File: src/rtl/cfa_pkg.sv
package cfa_pkg;

  localparam int unsigned EXP_BITS  = 8;
  localparam int unsigned FRAC_BITS = 23;
  localparam int unsigned HAS_SIGN  = 1;

  typedef struct packed {
    logic valid;
    logic sub;
    logic sgn;
    logic alt_sgn;
    logic zero;
    logic unf;
  } cfa_ctl_t;

endpackage

File: src/rtl/custom_float_adder_core.sv
// Pipelined adder for packed floats: [sign][exponent][fraction].
// Request: raise start with addend_a_i/addend_b_i; it is taken at any
// clock edge where start is high and busy is low. busy is always low,
// so a new request may be issued every cycle.
// Result: sum_bits_o with overflow_flag_o/underflow_flag_o, valid for
// one cycle while done_o is high.
// Throughput: one request per cycle; the result passes through six register
// stages (swap, align shift, add/subtract, leading-zero count,
// normalize shift, round/pack).
// The receiver cannot stall; results must be taken when done_o is high.
// Reset (rst_ni low, async) clears all valid bits; requests in flight
// are dropped and no done_o is produced for them.
module custom_float_adder_core #(
  parameter int unsigned EXP_BITS  = cfa_pkg::EXP_BITS,
  parameter int unsigned FRAC_BITS = cfa_pkg::FRAC_BITS,
  parameter int unsigned HAS_SIGN  = cfa_pkg::HAS_SIGN
) (
  input  logic        clk_i,
  input  logic        rst_ni,
  input  logic        start,
  output logic        busy,
  input  logic [31:0] addend_a_i,
  input  logic [31:0] addend_b_i,
  output logic        done_o,
  output logic [31:0] sum_bits_o,
  output logic        overflow_flag_o,
  output logic        underflow_flag_o
);

  localparam int unsigned MW = FRAC_BITS + 3;
  localparam int unsigned EW = EXP_BITS + 1;

  cfa_pkg::cfa_ctl_t ctl_b, ctl_c, ctl_e;
  logic [EW-1:0]     e_b, e_c, e_e;
  logic [MW-1:0]     m1_b, m2_b, mag_c, mag_e;

  assign busy = 1'b0;

  cfa_align #(
    .EXP_BITS(EXP_BITS), .FRAC_BITS(FRAC_BITS), .HAS_SIGN(HAS_SIGN)
  ) u_align (
    .clk_i, .rst_ni,
    .valid_i(start & ~busy),
    .a_i(addend_a_i), .b_i(addend_b_i),
    .ctl_o(ctl_b), .e_o(e_b), .m1_o(m1_b), .m2_o(m2_b)
  );

  cfa_addsub #(
    .EXP_BITS(EXP_BITS), .FRAC_BITS(FRAC_BITS)
  ) u_addsub (
    .clk_i, .rst_ni,
    .ctl_i(ctl_b), .e_i(e_b), .m1_i(m1_b), .m2_i(m2_b),
    .ctl_o(ctl_c), .e_o(e_c), .mag_o(mag_c)
  );

  cfa_norm #(
    .EXP_BITS(EXP_BITS), .FRAC_BITS(FRAC_BITS)
  ) u_norm (
    .clk_i, .rst_ni,
    .ctl_i(ctl_c), .e_i(e_c), .mag_i(mag_c),
    .ctl_o(ctl_e), .e_o(e_e), .mag_o(mag_e)
  );

  cfa_round #(
    .EXP_BITS(EXP_BITS), .FRAC_BITS(FRAC_BITS), .HAS_SIGN(HAS_SIGN)
  ) u_round (
    .clk_i, .rst_ni,
    .ctl_i(ctl_e), .e_i(e_e), .mag_i(mag_e),
    .done_o, .sum_bits_o, .overflow_flag_o, .underflow_flag_o
  );

`ifndef NO_ASSERTIONS
  a_latency: assert property (@(posedge clk_i) disable iff (!rst_ni)
    done_o |-> $past(start, 6))
    else $error("result without request six cycles earlier");

  a_flags: assert property (@(posedge clk_i) disable iff (!rst_ni)
    done_o |-> !(overflow_flag_o && underflow_flag_o))
    else $error("overflow and underflow together");

  a_zero_flags: assert property (@(posedge clk_i) disable iff (!rst_ni)
    ctl_e.valid && ctl_e.zero |=> !overflow_flag_o && !underflow_flag_o)
    else $error("flag set on exact cancellation");

  a_sub_zero: assert property (@(posedge clk_i) disable iff (!rst_ni)
    ctl_c.valid && ctl_c.zero |-> ctl_c.sub)
    else $error("zero marked on add path");
`endif

endmodule

File: src/rtl/cfa_align.sv
module cfa_align #(
  parameter int unsigned EXP_BITS  = cfa_pkg::EXP_BITS,
  parameter int unsigned FRAC_BITS = cfa_pkg::FRAC_BITS,
  parameter int unsigned HAS_SIGN  = cfa_pkg::HAS_SIGN,
  localparam int unsigned MW = FRAC_BITS + 3,
  localparam int unsigned EW = EXP_BITS + 1
) (
  input  logic              clk_i,
  input  logic              rst_ni,
  input  logic              valid_i,
  input  logic [31:0]       a_i,
  input  logic [31:0]       b_i,
  output cfa_pkg::cfa_ctl_t ctl_o,
  output logic [EW-1:0]     e_o,
  output logic [MW-1:0]     m1_o,
  output logic [MW-1:0]     m2_o
);

  localparam int unsigned FW = HAS_SIGN + EXP_BITS + FRAC_BITS;
  localparam int unsigned PW = (FW > 32) ? FW : 33;

  logic [PW-1:0]       pa, pb;
  logic [EXP_BITS-1:0] ea, eb;
  logic                sa, sb, swap;
  logic [MW-1:0]       ma, mb;

  logic                va_q;
  logic [EXP_BITS-1:0] e1a_q, gapa_q;
  logic [MW-1:0]       m1a_q, m2a_q;
  logic                s1a_q, s2a_q;

  cfa_pkg::cfa_ctl_t   ctl_d, ctl_q;
  logic [MW-1:0]       m2_d;
  logic [EW-1:0]       e_q;
  logic [MW-1:0]       m1_q, m2_q;

  assign pa   = PW'(a_i);
  assign pb   = PW'(b_i);
  assign ea   = pa[FRAC_BITS +: EXP_BITS];
  assign eb   = pb[FRAC_BITS +: EXP_BITS];
  assign sa   = (HAS_SIGN != 0) ? pa[FRAC_BITS+EXP_BITS] : 1'b0;
  assign sb   = (HAS_SIGN != 0) ? pb[FRAC_BITS+EXP_BITS] : 1'b0;
  assign ma   = {1'b0, (ea != '0), pa[FRAC_BITS-1:0], 1'b0};
  assign mb   = {1'b0, (eb != '0), pb[FRAC_BITS-1:0], 1'b0};
  assign swap = ea < eb;

  always_ff @(posedge clk_i or negedge rst_ni) begin
    if (!rst_ni) begin
      va_q <= 1'b0;
    end else begin
      va_q <= valid_i;
    end
  end

  always_ff @(posedge clk_i) begin
    e1a_q  <= swap ? eb : ea;
    gapa_q <= swap ? (eb - ea) : (ea - eb);
    m1a_q  <= swap ? mb : ma;
    m2a_q  <= swap ? ma : mb;
    s1a_q  <= swap ? sb : sa;
    s2a_q  <= swap ? sa : sb;
  end

  always_comb begin
    ctl_d         = '0;
    ctl_d.valid   = va_q;
    ctl_d.sub     = s1a_q ^ s2a_q;
    ctl_d.sgn     = s1a_q;
    ctl_d.alt_sgn = s2a_q;
    m2_d          = m2a_q >> gapa_q;
  end

  always_ff @(posedge clk_i or negedge rst_ni) begin
    if (!rst_ni) begin
      ctl_q <= '0;
    end else begin
      ctl_q <= ctl_d;
    end
  end

  always_ff @(posedge clk_i) begin
    e_q  <= EW'(e1a_q);
    m1_q <= m1a_q;
    m2_q <= m2_d;
  end

  assign ctl_o = ctl_q;
  assign e_o   = e_q;
  assign m1_o  = m1_q;
  assign m2_o  = m2_q;

endmodule

File: src/rtl/cfa_addsub.sv
module cfa_addsub #(
  parameter int unsigned EXP_BITS  = cfa_pkg::EXP_BITS,
  parameter int unsigned FRAC_BITS = cfa_pkg::FRAC_BITS,
  localparam int unsigned MW = FRAC_BITS + 3,
  localparam int unsigned EW = EXP_BITS + 1
) (
  input  logic              clk_i,
  input  logic              rst_ni,
  input  cfa_pkg::cfa_ctl_t ctl_i,
  input  logic [EW-1:0]     e_i,
  input  logic [MW-1:0]     m1_i,
  input  logic [MW-1:0]     m2_i,
  output cfa_pkg::cfa_ctl_t ctl_o,
  output logic [EW-1:0]     e_o,
  output logic [MW-1:0]     mag_o
);

  cfa_pkg::cfa_ctl_t ctl_d, ctl_q;
  logic [EW-1:0]     e_d, e_q;
  logic [MW-1:0]     mag_d, mag_q, sum, d12, d21;
  logic              lt;

  assign sum = m1_i + m2_i;
  assign d12 = m1_i - m2_i;
  assign d21 = m2_i - m1_i;
  assign lt  = m1_i < m2_i;

  always_comb begin
    ctl_d = ctl_i;
    e_d   = e_i;
    mag_d = sum;
    if (!ctl_i.sub) begin
      if (sum[MW-1]) begin
        mag_d = sum >> 1;
        e_d   = e_i + EW'(1);
      end
    end else begin
      mag_d      = lt ? d21 : d12;
      ctl_d.sgn  = lt ? ctl_i.alt_sgn : ctl_i.sgn;
      ctl_d.zero = (mag_d == '0);
    end
  end

  always_ff @(posedge clk_i or negedge rst_ni) begin
    if (!rst_ni) begin
      ctl_q <= '0;
    end else begin
      ctl_q <= ctl_d;
    end
  end

  always_ff @(posedge clk_i) begin
    e_q   <= e_d;
    mag_q <= mag_d;
  end

  assign ctl_o = ctl_q;
  assign e_o   = e_q;
  assign mag_o = mag_q;

endmodule

File: src/rtl/cfa_norm.sv
module cfa_norm #(
  parameter int unsigned EXP_BITS  = cfa_pkg::EXP_BITS,
  parameter int unsigned FRAC_BITS = cfa_pkg::FRAC_BITS,
  localparam int unsigned MW = FRAC_BITS + 3,
  localparam int unsigned EW = EXP_BITS + 1
) (
  input  logic              clk_i,
  input  logic              rst_ni,
  input  cfa_pkg::cfa_ctl_t ctl_i,
  input  logic [EW-1:0]     e_i,
  input  logic [MW-1:0]     mag_i,
  output cfa_pkg::cfa_ctl_t ctl_o,
  output logic [EW-1:0]     e_o,
  output logic [MW-1:0]     mag_o
);

  localparam int unsigned LW = $clog2(FRAC_BITS + 3);
  localparam int unsigned CW = (LW > EW) ? LW : EW;

  logic [LW-1:0]     lz_d, lz_q;
  cfa_pkg::cfa_ctl_t c4_q, ctl_d, ctl_q;
  logic [EW-1:0]     e4_q, e_d, e_q;
  logic [MW-1:0]     m4_q, mag_d, mag_q;
  logic [CW-1:0]     sh;

  // leading zeros counted from the hidden position down
  always_comb begin
    lz_d = LW'(FRAC_BITS + 2);
    for (int i = 0; i < FRAC_BITS + 2; i++) begin
      if (mag_i[i]) lz_d = LW'(FRAC_BITS + 1 - i);
    end
  end

  always_ff @(posedge clk_i or negedge rst_ni) begin
    if (!rst_ni) begin
      c4_q  <= '0;
      ctl_q <= '0;
    end else begin
      c4_q  <= ctl_i;
      ctl_q <= ctl_d;
    end
  end

  always_ff @(posedge clk_i) begin
    lz_q  <= lz_d;
    e4_q  <= e_i;
    m4_q  <= mag_i;
    e_q   <= e_d;
    mag_q <= mag_d;
  end

  always_comb begin
    sh = '0;
    if (c4_q.sub) begin
      sh = (CW'(lz_q) < CW'(e4_q)) ? CW'(lz_q) : CW'(e4_q);
    end
    mag_d     = m4_q << sh;
    e_d       = EW'(CW'(e4_q) - sh);
    ctl_d     = c4_q;
    ctl_d.unf = c4_q.sub & ~mag_d[FRAC_BITS+1];
  end

  assign ctl_o = ctl_q;
  assign e_o   = e_q;
  assign mag_o = mag_q;

endmodule

File: src/rtl/cfa_round.sv
module cfa_round #(
  parameter int unsigned EXP_BITS  = cfa_pkg::EXP_BITS,
  parameter int unsigned FRAC_BITS = cfa_pkg::FRAC_BITS,
  parameter int unsigned HAS_SIGN  = cfa_pkg::HAS_SIGN,
  localparam int unsigned MW = FRAC_BITS + 3,
  localparam int unsigned EW = EXP_BITS + 1
) (
  input  logic              clk_i,
  input  logic              rst_ni,
  input  cfa_pkg::cfa_ctl_t ctl_i,
  input  logic [EW-1:0]     e_i,
  input  logic [MW-1:0]     mag_i,
  output logic              done_o,
  output logic [31:0]       sum_bits_o,
  output logic              overflow_flag_o,
  output logic              underflow_flag_o
);

  localparam int unsigned FW = HAS_SIGN + EXP_BITS + FRAC_BITS;
  localparam int unsigned PW = (FW > 32) ? FW : 33;
  localparam logic [EW-1:0] EXP_MAX = EW'((1 << EXP_BITS) - 1);

  logic [FRAC_BITS:0] fr;
  logic [EW-1:0]      er;
  logic               ovf_d, unf_d, sgn;
  logic [PW-1:0]      res;
  logic               done_q;
  logic [31:0]        sum_q;
  logic               ovf_q, unf_q;

  always_comb begin
    fr    = {1'b0, mag_i[FRAC_BITS:1]} + (FRAC_BITS+1)'(mag_i[0]);
    er    = e_i;
    ovf_d = 1'b0;
    unf_d = ctl_i.unf;
    sgn   = (HAS_SIGN != 0) ? ctl_i.sgn : 1'b0;
    if (fr[FRAC_BITS]) begin
      fr = '0;
      er = e_i + EW'(1);
    end
    if (er > EXP_MAX) begin
      er    = EXP_MAX;
      fr    = '0;
      ovf_d = 1'b1;
    end
    res = PW'(fr[FRAC_BITS-1:0]) | (PW'(er[EXP_BITS-1:0]) << FRAC_BITS)
        | (PW'(sgn) << (FRAC_BITS + EXP_BITS));
    if (ctl_i.zero) begin
      res   = '0;
      ovf_d = 1'b0;
      unf_d = 1'b0;
    end
  end

  always_ff @(posedge clk_i or negedge rst_ni) begin
    if (!rst_ni) begin
      done_q <= 1'b0;
    end else begin
      done_q <= ctl_i.valid;
    end
  end

  always_ff @(posedge clk_i) begin
    sum_q <= res[31:0];
    ovf_q <= ovf_d;
    unf_q <= unf_d;
  end

  assign done_o           = done_q;
  assign sum_bits_o       = sum_q;
  assign overflow_flag_o  = ovf_q;
  assign underflow_flag_o = unf_q;

endmodule
File: config.mk
export PLATFORM = sky130hd
export DESIGN_NAME = custom_float_adder_core
export DESIGN_NICKNAME = d
export VERILOG_FILES = /design/src/rtl/cfa_pkg.sv /design/src/rtl/custom_float_adder_core.sv /design/src/rtl/cfa_align.sv /design/src/rtl/cfa_addsub.sv /design/src/rtl/cfa_norm.sv /design/src/rtl/cfa_round.sv
export SDC_FILE = /design/constraint.sdc
export NUM_CORES = 1
export LEC_CHECK = 0
export BUFFER_PORTS_ARGS = -buffer_cell sky130_fd_sc_hd__buf_4
export CAP_MARGIN = 20
export CORE_MARGIN = 2
export CORE_UTILIZATION = 40
export DETAILED_ROUTE_END_ITERATION = 8
export GPL_TIMING_DRIVEN = 0
export HOLD_SLACK_MARGIN = 0.06
export PLACE_DENSITY = 0.69
export SYNTH_ARGS = -nofsm -noshare
export SYNTH_HDL_FRONTEND = slang
export SYNTH_SLANG_ARGS = --single-unit
File: constraint.sdc
create_clock -name clk_i -period 7.9 [get_ports clk_i]
set_clock_uncertainty 0.15 [all_clocks]
set_input_delay 1.185 -clock clk_i [delete_from_list [all_inputs] [get_ports clk_i]]
set_output_delay 1.185 -clock clk_i [all_outputs]
set_load 0.1 [all_outputs]
==> results of run 1 <==
-- registers in the layout (all words and copies together), names as in the netlist, 24 cells and up --
signal	cells
u_round.sum_bits_o	32
u_align.m2_o	25
u_norm.mag_o	24
u_align.m1a_q	24
u_norm.m4_q	25
u_align.m1_o	24
u_align.m2a_q	24
u_addsub.mag_o	25
-- where the power goes --
part / internal (mW) / switching [mW] / leakage, nW
logic: 0.800 / 1.44 / 4.62
clock network: 0.929 / 0.575 / 0.521
registers: 1.78 / 0.243 / 2.42
-- synthesized netlist by cell type, drive strengths merged, types with 18 or more instances --
library cell	number
o21ai	79
o21bai	22
mux2i	95
a31oi	18
dfxtp	263
a21o	27
a211oi	27
inv	116
dfrtp	18
a21oi	127
nand2	116
and3	22
nand3	36
clkbuf	57
nor2	160
nor3	33
xor2	34
mux2	66
buf	28
xnor2	55
ha	104
-- layout make-up --
| class | count | area, sq um |
|---|---|---|
| timing repair buffer | 101 | 758 |
| multi-input combinational | 1221 | 8800 |
| tap | 511 | 639 |
| inverter | 119 | 449 |
| clock inverter | 22 | 325 |
| sequential | 281 | 5720 |
| clock buffer | 31 | 754 |
| fill | 3594 | 19900 |
| buffer | 85 | 389 |
-- cells by family (layout without fill, tap and decap cells) --
family                   count (synthesis)  count (layout)  synth area share (%)
flip-flops                             281             281                  37.3
adder cells (fa/ha/maj)                110             110                  9.26
AND/OR/NAND/NOR                        453             453                  13.9
other                                    2               4                0.0489
multiplexers                           171             171                  12.5
buffers and inverters                  204             358                  5.46
XOR/XNOR                                89              89                  5.08
AO/OA/AOI/OAI                          394             394                  16.5
-- routing by layer --
layer / global-route usage (%) / up-vias
li1: - / 6220
met3: 2.17 / 99
met5: 0 / -
met2: 35.5 / 325
met4: 7.27 / 0
met1: 22.4 / 5809
-- through the flow --
stage | util (%) | power [mW] | hold slack, ns | instance area (sq um)
global placement | 44.4 | 4.24 | 0.162 | 16700
finish | 47.2 | 5.77 | 0.177 | 17800
floorplan | - | 3.70 | 0.160 | 15400
detailed placement | 44.4 | 4.28 | 0.162 | 16700
CTS | 47.2 | 5.79 | 0.170 | 17800
global route | 47.2 | 6.11 | 0.188 | 17800
-- worst max-delay path: cells and delay by family (launching register included) --
family	cells	cell delay, ns
compound gates	10	1.68
buf+inv	5	1.57
fa+ha+maj	2	0.66
flops	1	0.37
simple gates	3	0.34
xor+xnor	1	0.19
-- path summary, 6_finish.rpt --
kind                                    from           endpoint  slack [ns]  cells past startpoint
max in group asynchronous             rst_ni     u_norm.c4_q[4]        7.02                      1
min                        u_align.m1a_q[22]   u_align.m1_o[22]        0.18                      0
max                           u_norm.e4_q[1]      u_norm.e_o[8]        2.85                     21
max reg2reg                   u_norm.e4_q[1]      u_norm.e_o[8]        2.85                     21
min in group asynchronous             rst_ni  u_addsub.ctl_o[3]        0.36                      1
min reg2reg                u_align.m1a_q[22]   u_align.m1_o[22]        0.18                      0
==> results.yml, run 1 <==
detailed_routing:
  wl_met2_um: 19400
  drt_iter0_markers: 531
  first_pass_iters: 5
  drt-met1-wl_um: 16000
  via_per_inst: 5.25
  postRouteAntennaNets: 0
  drc: 0
  vias: 12453
  wl_um: 38300
  wl_per_cell_um: 16.1
  dr_wl_met3_um: 1440
  top_layer_used: "met4"
setup_path:
  critical_path.slowest_cell: "clkbuf_1"
  cpPeakStageDelay_ns: 0.47
  end_kind: "flop"
  cpMostUsedCell: "a21o_1"
  crit_arrival_ns: 5.38
  crit_required_ns: 8.23
  start_kind: "flop"
  path_class: "flop to flop"
  worstPathCellList: "inv_1, ha_1, a21o_1, a21o_1, a21o_1, a21o_1, nand3_1, a21oi_1, inv_1, clkbuf_1, clkbuf_1, clkbuf_1, ha_1, nor2b_1, o21ai_0, nand2b_1, a21o_1, a21o_1, a21o_1, a21oi_1, xor2_1"
  path_max_fanout: 10
finish:
  post_route_cells_drive_above_1_share_pct: 14.5
  final_common_cell: "dfxtp_1"
  area_delta_synth_final_pct: 16.2
  fin_cells: 2371
  layout_common_cells: "263 x dfxtp_1, 160 x nor2_1, 122 x a21oi_1"
  diodes: 0
  finalNetCount: 2015
sta:
  max_clock_freq_mhz: 198
  final-hold-violation-count: 0
  rsz0062_at_grt: "false"
  finalCritPeriodShare_pct: 63.9
  finalMaxSlewViolations: 0
  setup_tns_ns: 0
  period_needed_ns: 5.05
  setup_viol: 0
  layout_setup_ws_ns: 2.85
  maxSlewHeadroom_pct: 17.8
  tightest_slew_ns: 1.23
power_and_ir_drop:
  p_leak_nw: 7.56
  peakVddDrop_v: 0.000193
  powerDensity_mw_per_mm2: 324
clock_network:
  post_cts_buffers: 0
  cts_made_buffers: 29
  cts.path.max_buffers: 3
  clkSlewWorstSetupHoldPaths_ns: 0.06
  holdBufCountCts: 0
  clk_latency_ns: 0.57
  cts-resized-gates: 0
  cts_tree: "yes"
  cts_root_buf: "clkbuf_16"
  cts_sinks: 281
  htreeDepth: 1
die:
  dieArea_sq_mm: 0.0399
  die_w_um: 200
  die_y_um: 200
  core.rowCount: 71
  pin_count: 103
  start_util_pct: 40.6
  coreArea_sq_mm: 0.0378
yosys:
  syn-instance-count: 1704
  syn_area_sq_mm: 0.0153
  synth_top_cell_by_area: "dfxtp_1"
  yosysTopAreaCellShare_pct: 34.3
  synth.ff_latch_count: 281
  synth_area_leaders: "dfxtp_1 34%, ha_1 8.5%, mux2i_1 6.2%, mux2_2 4.8%, a21oi_1 4.0%"
  yosysSeqAreaShare_pct: 37.3
  synth_edf_count: 0
  async_flop_share_pct: 6.41
  yosysWarnings: 0
  ys.flop_type: "dfxtp_1"
  avgSynthCellArea_sq_um: 9.00
  ys_types: 83
worst_hold_path:
  hp-class: "flop to flop"
grt:
  antenna_found_initial: 0
  grt_max_degree: 19
  grtUsageTotal_pct: 19.1
  grt-ovfl-total: 0
  grt_pass1_wl_um: 61400
  grt_pass1_vias: 12260
placed_design:
  routabilityCongestion: 0.948
  pre_cts_slack_ns: 2.75
  dpl.hpwl_um: 31000
  io_buffers: 101
  dp.cells: 2318
flow_run:
  cap_viol_max_count: 0
status:
  status: "finished, final reports clean"
Power figures use the tool's default switching activity.
==> run 2: changes to the inputs <==
- clock period: 7.9 -> 4.7 ns (I/O delays scaled with it)
==> results.yml, run 2 (synthesis gave the netlist of run 1 again) <==
detailed_routing:
  postRouteAntennaNets: 0
  drc: 0
  drt_iter0_markers: 540
  first_pass_iters: 5
  wl_per_cell_um: 16.1
  vias: 12403
  wl_um: 38100
  via_per_inst: 5.24
die:
  pin_count: 103
  die_y_um: 200
  die_w_um: 200
  core.rowCount: 71
  coreArea_sq_mm: 0.0378
  start_util_pct: 40.6
  dieArea_sq_mm: 0.0399
power_and_ir_drop:
  p_leak_nw: 7.58
  peakVddDrop_v: 0.000325
  powerDensity_mw_per_mm2: 543
  p_total_mw: 9.71
sta:
  finalCritPeriodShare_pct: 95.9
  max_clock_freq_mhz: 222
  maxSlewHeadroom_pct: 43.3
  tightest_slew_ns: 0.850
  setup_viol: 0
  rsz0062_at_grt: "false"
  layout_setup_ws_ns: 0.192
  finalMaxSlewViolations: 0
  period_needed_ns: 4.51
  final-hold-violation-count: 0
finish:
  n_fill_cell: 3592
  layout_common_cells: "263 x dfxtp_1, 159 x nor2_1, 120 x a21oi_1"
  fin_cells: 2369
  finalNetCount: 2013
  largest_register_ffs: 32
  final_common_cell: "dfxtp_1"
  area_delta_synth_final_pct: 16.5
  postLayoutCoreUtil_pct: 47.3
  diodes: 0
  fin_area_sq_mm: 0.0179
  post_route_cells_drive_above_1_share_pct: 15.2
setup_path:
  crit_required_ns: 5.01
  cp-startpoint: "u_align.m1_o[2]"
  crit_end: "u_addsub.ctl_o[1]"
  end_kind: "flop"
  reg2regPathDepth: 16
  path_class: "flop to flop"
  r2r_end: "u_addsub.ctl_o[1]"
  start_kind: "flop"
  path_max_fanout: 10
  crit_arrival_ns: 4.82
  r2r_slack_ns: 0.19
  rr_startpoint: "u_align.m1_o[2]"
flow_run:
  cap_viol_max_count: 0
clock_network:
  cts_made_buffers: 29
  cts_root_buf: "clkbuf_16"
  post_cts_buffers: 0
  clk_latency_ns: 0.57
  clkSlewWorstSetupHoldPaths_ns: 0.06
  cts_sinks: 281
  htreeDepth: 1
  cts.path.max_buffers: 3
  cts_tree: "yes"
placed_design:
  dp.cells: 2318
  dpl.hpwl_um: 31000
  io_buffers: 101
  pre_cts_slack_ns: -0.330
  routabilityCongestion: 0.948
  placed_cell_area_sq_mm: 0.0167
grt:
  grt_pass1_vias: 12234
  antenna_found_initial: 0
  grt-ovfl-total: 0
  grtUsageTotal_pct: 19.1
  grt_pass1_wl_um: 61400
  grt_max_degree: 19
status:
  status: "finished, final reports clean"
worst_hold_path:
  hp-class: "input pin to flop"
## run 2: cell count changes in the layout (fill, tap and decap cells not counted), sizes merged
cell / before / now
clkbuf: 88 / 87
buf: 129 / 127
clkinvlp: 4 / 6
dlygate4sd3: 0 / 1
clkinv: 10 / 8
## run 2: stage by stage
step	TNS (ns)	hold slack, ns
after floorplan	0	0.160
after global placement	-0.273	0.162
after detailed placement	-0.431	0.162
after CTS	0	0.0872
after global routing	0	0.0817
final	0	0.109
## run 2: worst min path at each step
| stage | depth (start not counted) | end | startpoint | slack, ns |
|---|---|---|---|---|
| after floorplan | 0 | u_align.e_o[0] | u_align.e1a_q[0] | 0.16 |
| after global placement | 0 | u_align.m1_o[15] | u_align.m1a_q[15] | 0.16 |
| after detailed placement | 0 | u_align.m1_o[19] | u_align.m1a_q[19] | 0.16 |
| after CTS | 1 | u_align.va_q | start | 0.09 |
| after global routing | 1 | u_align.va_q | start | 0.08 |
| final | 1 | u_align.va_q | start | 0.11 |
## run 2: layout make-up
class	count	area [sq um]	area share [%]
Multi-Input combinational cell	1221	8830	49.4
Sequential cell	281	5720	32.0
Timing Repair Buffer	102	768	4.30
Clock buffer	31	754	4.22
Tap cell	511	639	3.58
Inverter	119	457	2.56
Buffer	82	383	2.14
Clock inverter	22	325	1.82
## run 2: power by group
| part | switching, mW | internal (mW) |
|---|---|---|
| Clock | 0.964 | 1.56 |
| Sequential | 0.408 | 3.00 |
| Combinational | 2.43 | 1.35 |
| Total | 3.80 | 5.91 |
## run 2: what timing repair did
item,in CTS,in global routing
endpoints found under the setup margin,4,11
hold endpoints to repair,18,0
hold buffers,1,0
resized for setup,3,14
pin swaps,0,0
## run 2: critical path: stages (launching register included)
cell      delay [ns]
dfxtp_1         0.48
inv_1           0.13
ha_1            0.41
nor2b_1         0.25
o21ai_2         0.10
and3_4          0.19
o31ai_4         0.33
a21oi_4         0.13
buf_6           0.18
buf_12          0.15
mux2i_1         0.17
a311oi_1        0.29
nand4_1         0.12
or4_1           0.50
nor4_1          0.32
nand4_1         0.20
nor4_2          0.26
## run 2: layer usage
layer / routed length [um] / GRT usage [%] / vias to the layer above
met1: 16100 / 22.4 / 5778
met3: 1300 / 2.18 / 93
met2: 19300 / 35.5 / 322
met4: 1400 / 7.19 / 0
li1: - / - / 6210
met5: 0 / 0 / -
==> run 3: changes to the inputs <==
- clock period: 4.7 -> 4.5 ns (I/O delays scaled with it)
==> results.yml, run 3 (synthesis gave the netlist of run 1 again) <==
finish:
  diodes: 0
  final_common_cell: "dfxtp_1"
  postLayoutCoreUtil_pct: 47.5
  post_route_cells_drive_above_1_share_pct: 15.7
  area_delta_synth_final_pct: 16.8
  finalNetCount: 2014
  largest_register_ffs: 32
  multi_input_area_sq_mm: 0.00885
  seqCellArea_sq_mm: 0.00572
  layout_common_cells: "261 x dfxtp_1, 159 x nor2_1, 119 x a21oi_1"
  n_fill_cell: 3598
grt:
  grt-ovfl-total: 0
  grt_max_degree: 19
  grtUsageTotal_pct: 19.1
  grt_pass1_vias: 12229
  grt_pass1_wl_um: 61400
  antenna_found_initial: 0
power_and_ir_drop:
  powerDensity_mw_per_mm2: 566
  power.share.switching_pct: 39.1
  peakVddDrop_v: 0.000338
  p_leak_nw: 7.60
  p_int_mw: 6.18
  switchingPower_mw: 3.97
  pwr-share-comb_pct: 39.0
  pwr-share-clk_pct: 26.0
  pwr-share-seq_pct: 35.0
die:
  coreArea_sq_mm: 0.0378
  core.rowCount: 71
  die_y_um: 200
  die_w_um: 200
  pin_count: 103
  dieArea_sq_mm: 0.0399
  start_util_pct: 40.6
setup_path:
  crit_arrival_ns: 4.66
  end_kind: "flop"
  start_kind: "flop"
  path_class: "flop to flop"
  crit_required_ns: 4.83
  path_max_fanout: 10
sta:
  maxSlewHeadroom_pct: 44.4
  finalMaxSlewViolations: 0
  setup_tns_ns: 0
  setup_viol: 0
  period_needed_ns: 4.32
  max_clock_freq_mhz: 231
  tightest_slew_ns: 0.834
  final-hold-violation-count: 0
  finalCritPeriodShare_pct: 96.1
clock_network:
  cts_root_buf: "clkbuf_16"
  cts_tree: "yes"
  post_cts_buffers: 0
  cts_made_buffers: 29
  htreeDepth: 1
  clk_latency_ns: 0.57
  clkSlewWorstSetupHoldPaths_ns: 0.06
  cts_sinks: 281
  cts.path.max_buffers: 3
flow_run:
  cap_viol_max_count: 0
detailed_routing:
  wl_per_cell_um: 16.1
  first_pass_iters: 5
  vias: 12401
  drc: 0
  drt_iter0_markers: 538
  wl_um: 38100
  postRouteAntennaNets: 0
  via_per_inst: 5.23
placed_design:
  dpl.hpwl_um: 31000
  routabilityCongestion: 0.948
  io_buffers: 101
status:
  status: "finished, final reports clean"
worst_hold_path:
  hp-class: "flop to flop"
## run 3: path summary, 6_finish.rpt
path	start	endpoint	slack, ns	cells past startpoint
hold / removal	u_align.m1a_q[22]	u_align.m1_o[22]	0.18	0
hold reg to reg	u_align.m1a_q[22]	u_align.m1_o[22]	0.18	0
setup reg to reg	u_norm.e4_q[1]	u_norm.e_o[7]	0.18	19
min in group asynchronous	rst_ni	u_addsub.ctl_o[3]	0.40	2
max in group asynchronous	rst_ni	u_norm.c4_q[4]	3.57	2
setup / recovery	u_norm.e4_q[1]	u_norm.e_o[7]	0.18	19
## run 3: power by group through the flow
stage	combinational (mW)	clock [mW]	sequential (mW)
2_1_floorplan	2.35	0	4.14
3_3_place_gp	3.86	0	3.58
3_5_place_dp	3.90	0	3.61
4_1_cts	3.92	2.69	3.56
5_1_grt	4.32	2.80	3.64
6_report	3.95	2.64	3.56
## run 3: per-layer routing
layer  track usage, %  up-vias  wire length [um]
met5                0        -                 0
met1             22.4     5788             16000
li1                 -     6214                 -
met2             35.5      307             19400
met4             7.19        0              1400
met3             2.18       92              1350
## run 3: what timing repair did
action | 4_1_cts | 5_1_grt
pin swaps | 0 | 1
hold endpoints to repair | 19 | 0
setup endpoints to repair | 13 | 13
resized for setup | 8 | 26
hold buffers | 2 | 0
## run 3: per-stage QoR
| stage | hold slack [ns] | total power [mW] | worst slack (ns) | area (sq um) | instances |
|---|---|---|---|---|---|
| 6_report | 0.177 | 10.1 | 0.176 | 17900 | 2370 |
| 5_1_grt | 0.177 | 10.8 | -0.00626 | 17900 | 2370 |
| 4_1_cts | 0.170 | 10.2 | 0.0270 | 17900 | 2371 |
| 3_5_place_dp | 0.162 | 7.51 | -0.530 | 16700 | 2318 |
| 3_3_place_gp | 0.162 | 7.44 | -0.455 | 16700 | 2318 |
| 2_1_floorplan | 0.160 | 6.49 | 0.247 | 15400 | 1706 |
## run 3: final cells by class
class / instances / share of cell area [%]
Clock buffer: 31 / 4.21
Multi-Input combinational cell: 1221 / 49.4
Tap cell: 511 / 3.57
Sequential cell: 281 / 31.9
Timing Repair Buffer: 103 / 4.34
Clock inverter: 22 / 1.82
Inverter: 119 / 2.53
Buffer: 82 / 2.19
## run 3: worst max-delay path, cell delays in order (launching register included)
cell and delay (ns):
dfxtp_1 0.38, inv_1 0.12, ha_1 0.29, a21o_1 0.10, a21o_1 0.12, a21o_1 0.17
a21o_1 0.17, nand2_1 0.11, o21ai_0 0.44, nand2_1 0.35, clkbuf_2 0.32, ha_1 0.31
nor2b_1 0.12, o21ai_0 0.14, nand2b_1 0.10, a21o_1 0.18, a21o_1 0.19, a21o_1 0.17
a21oi_1 0.17, xnor2_1 0.14
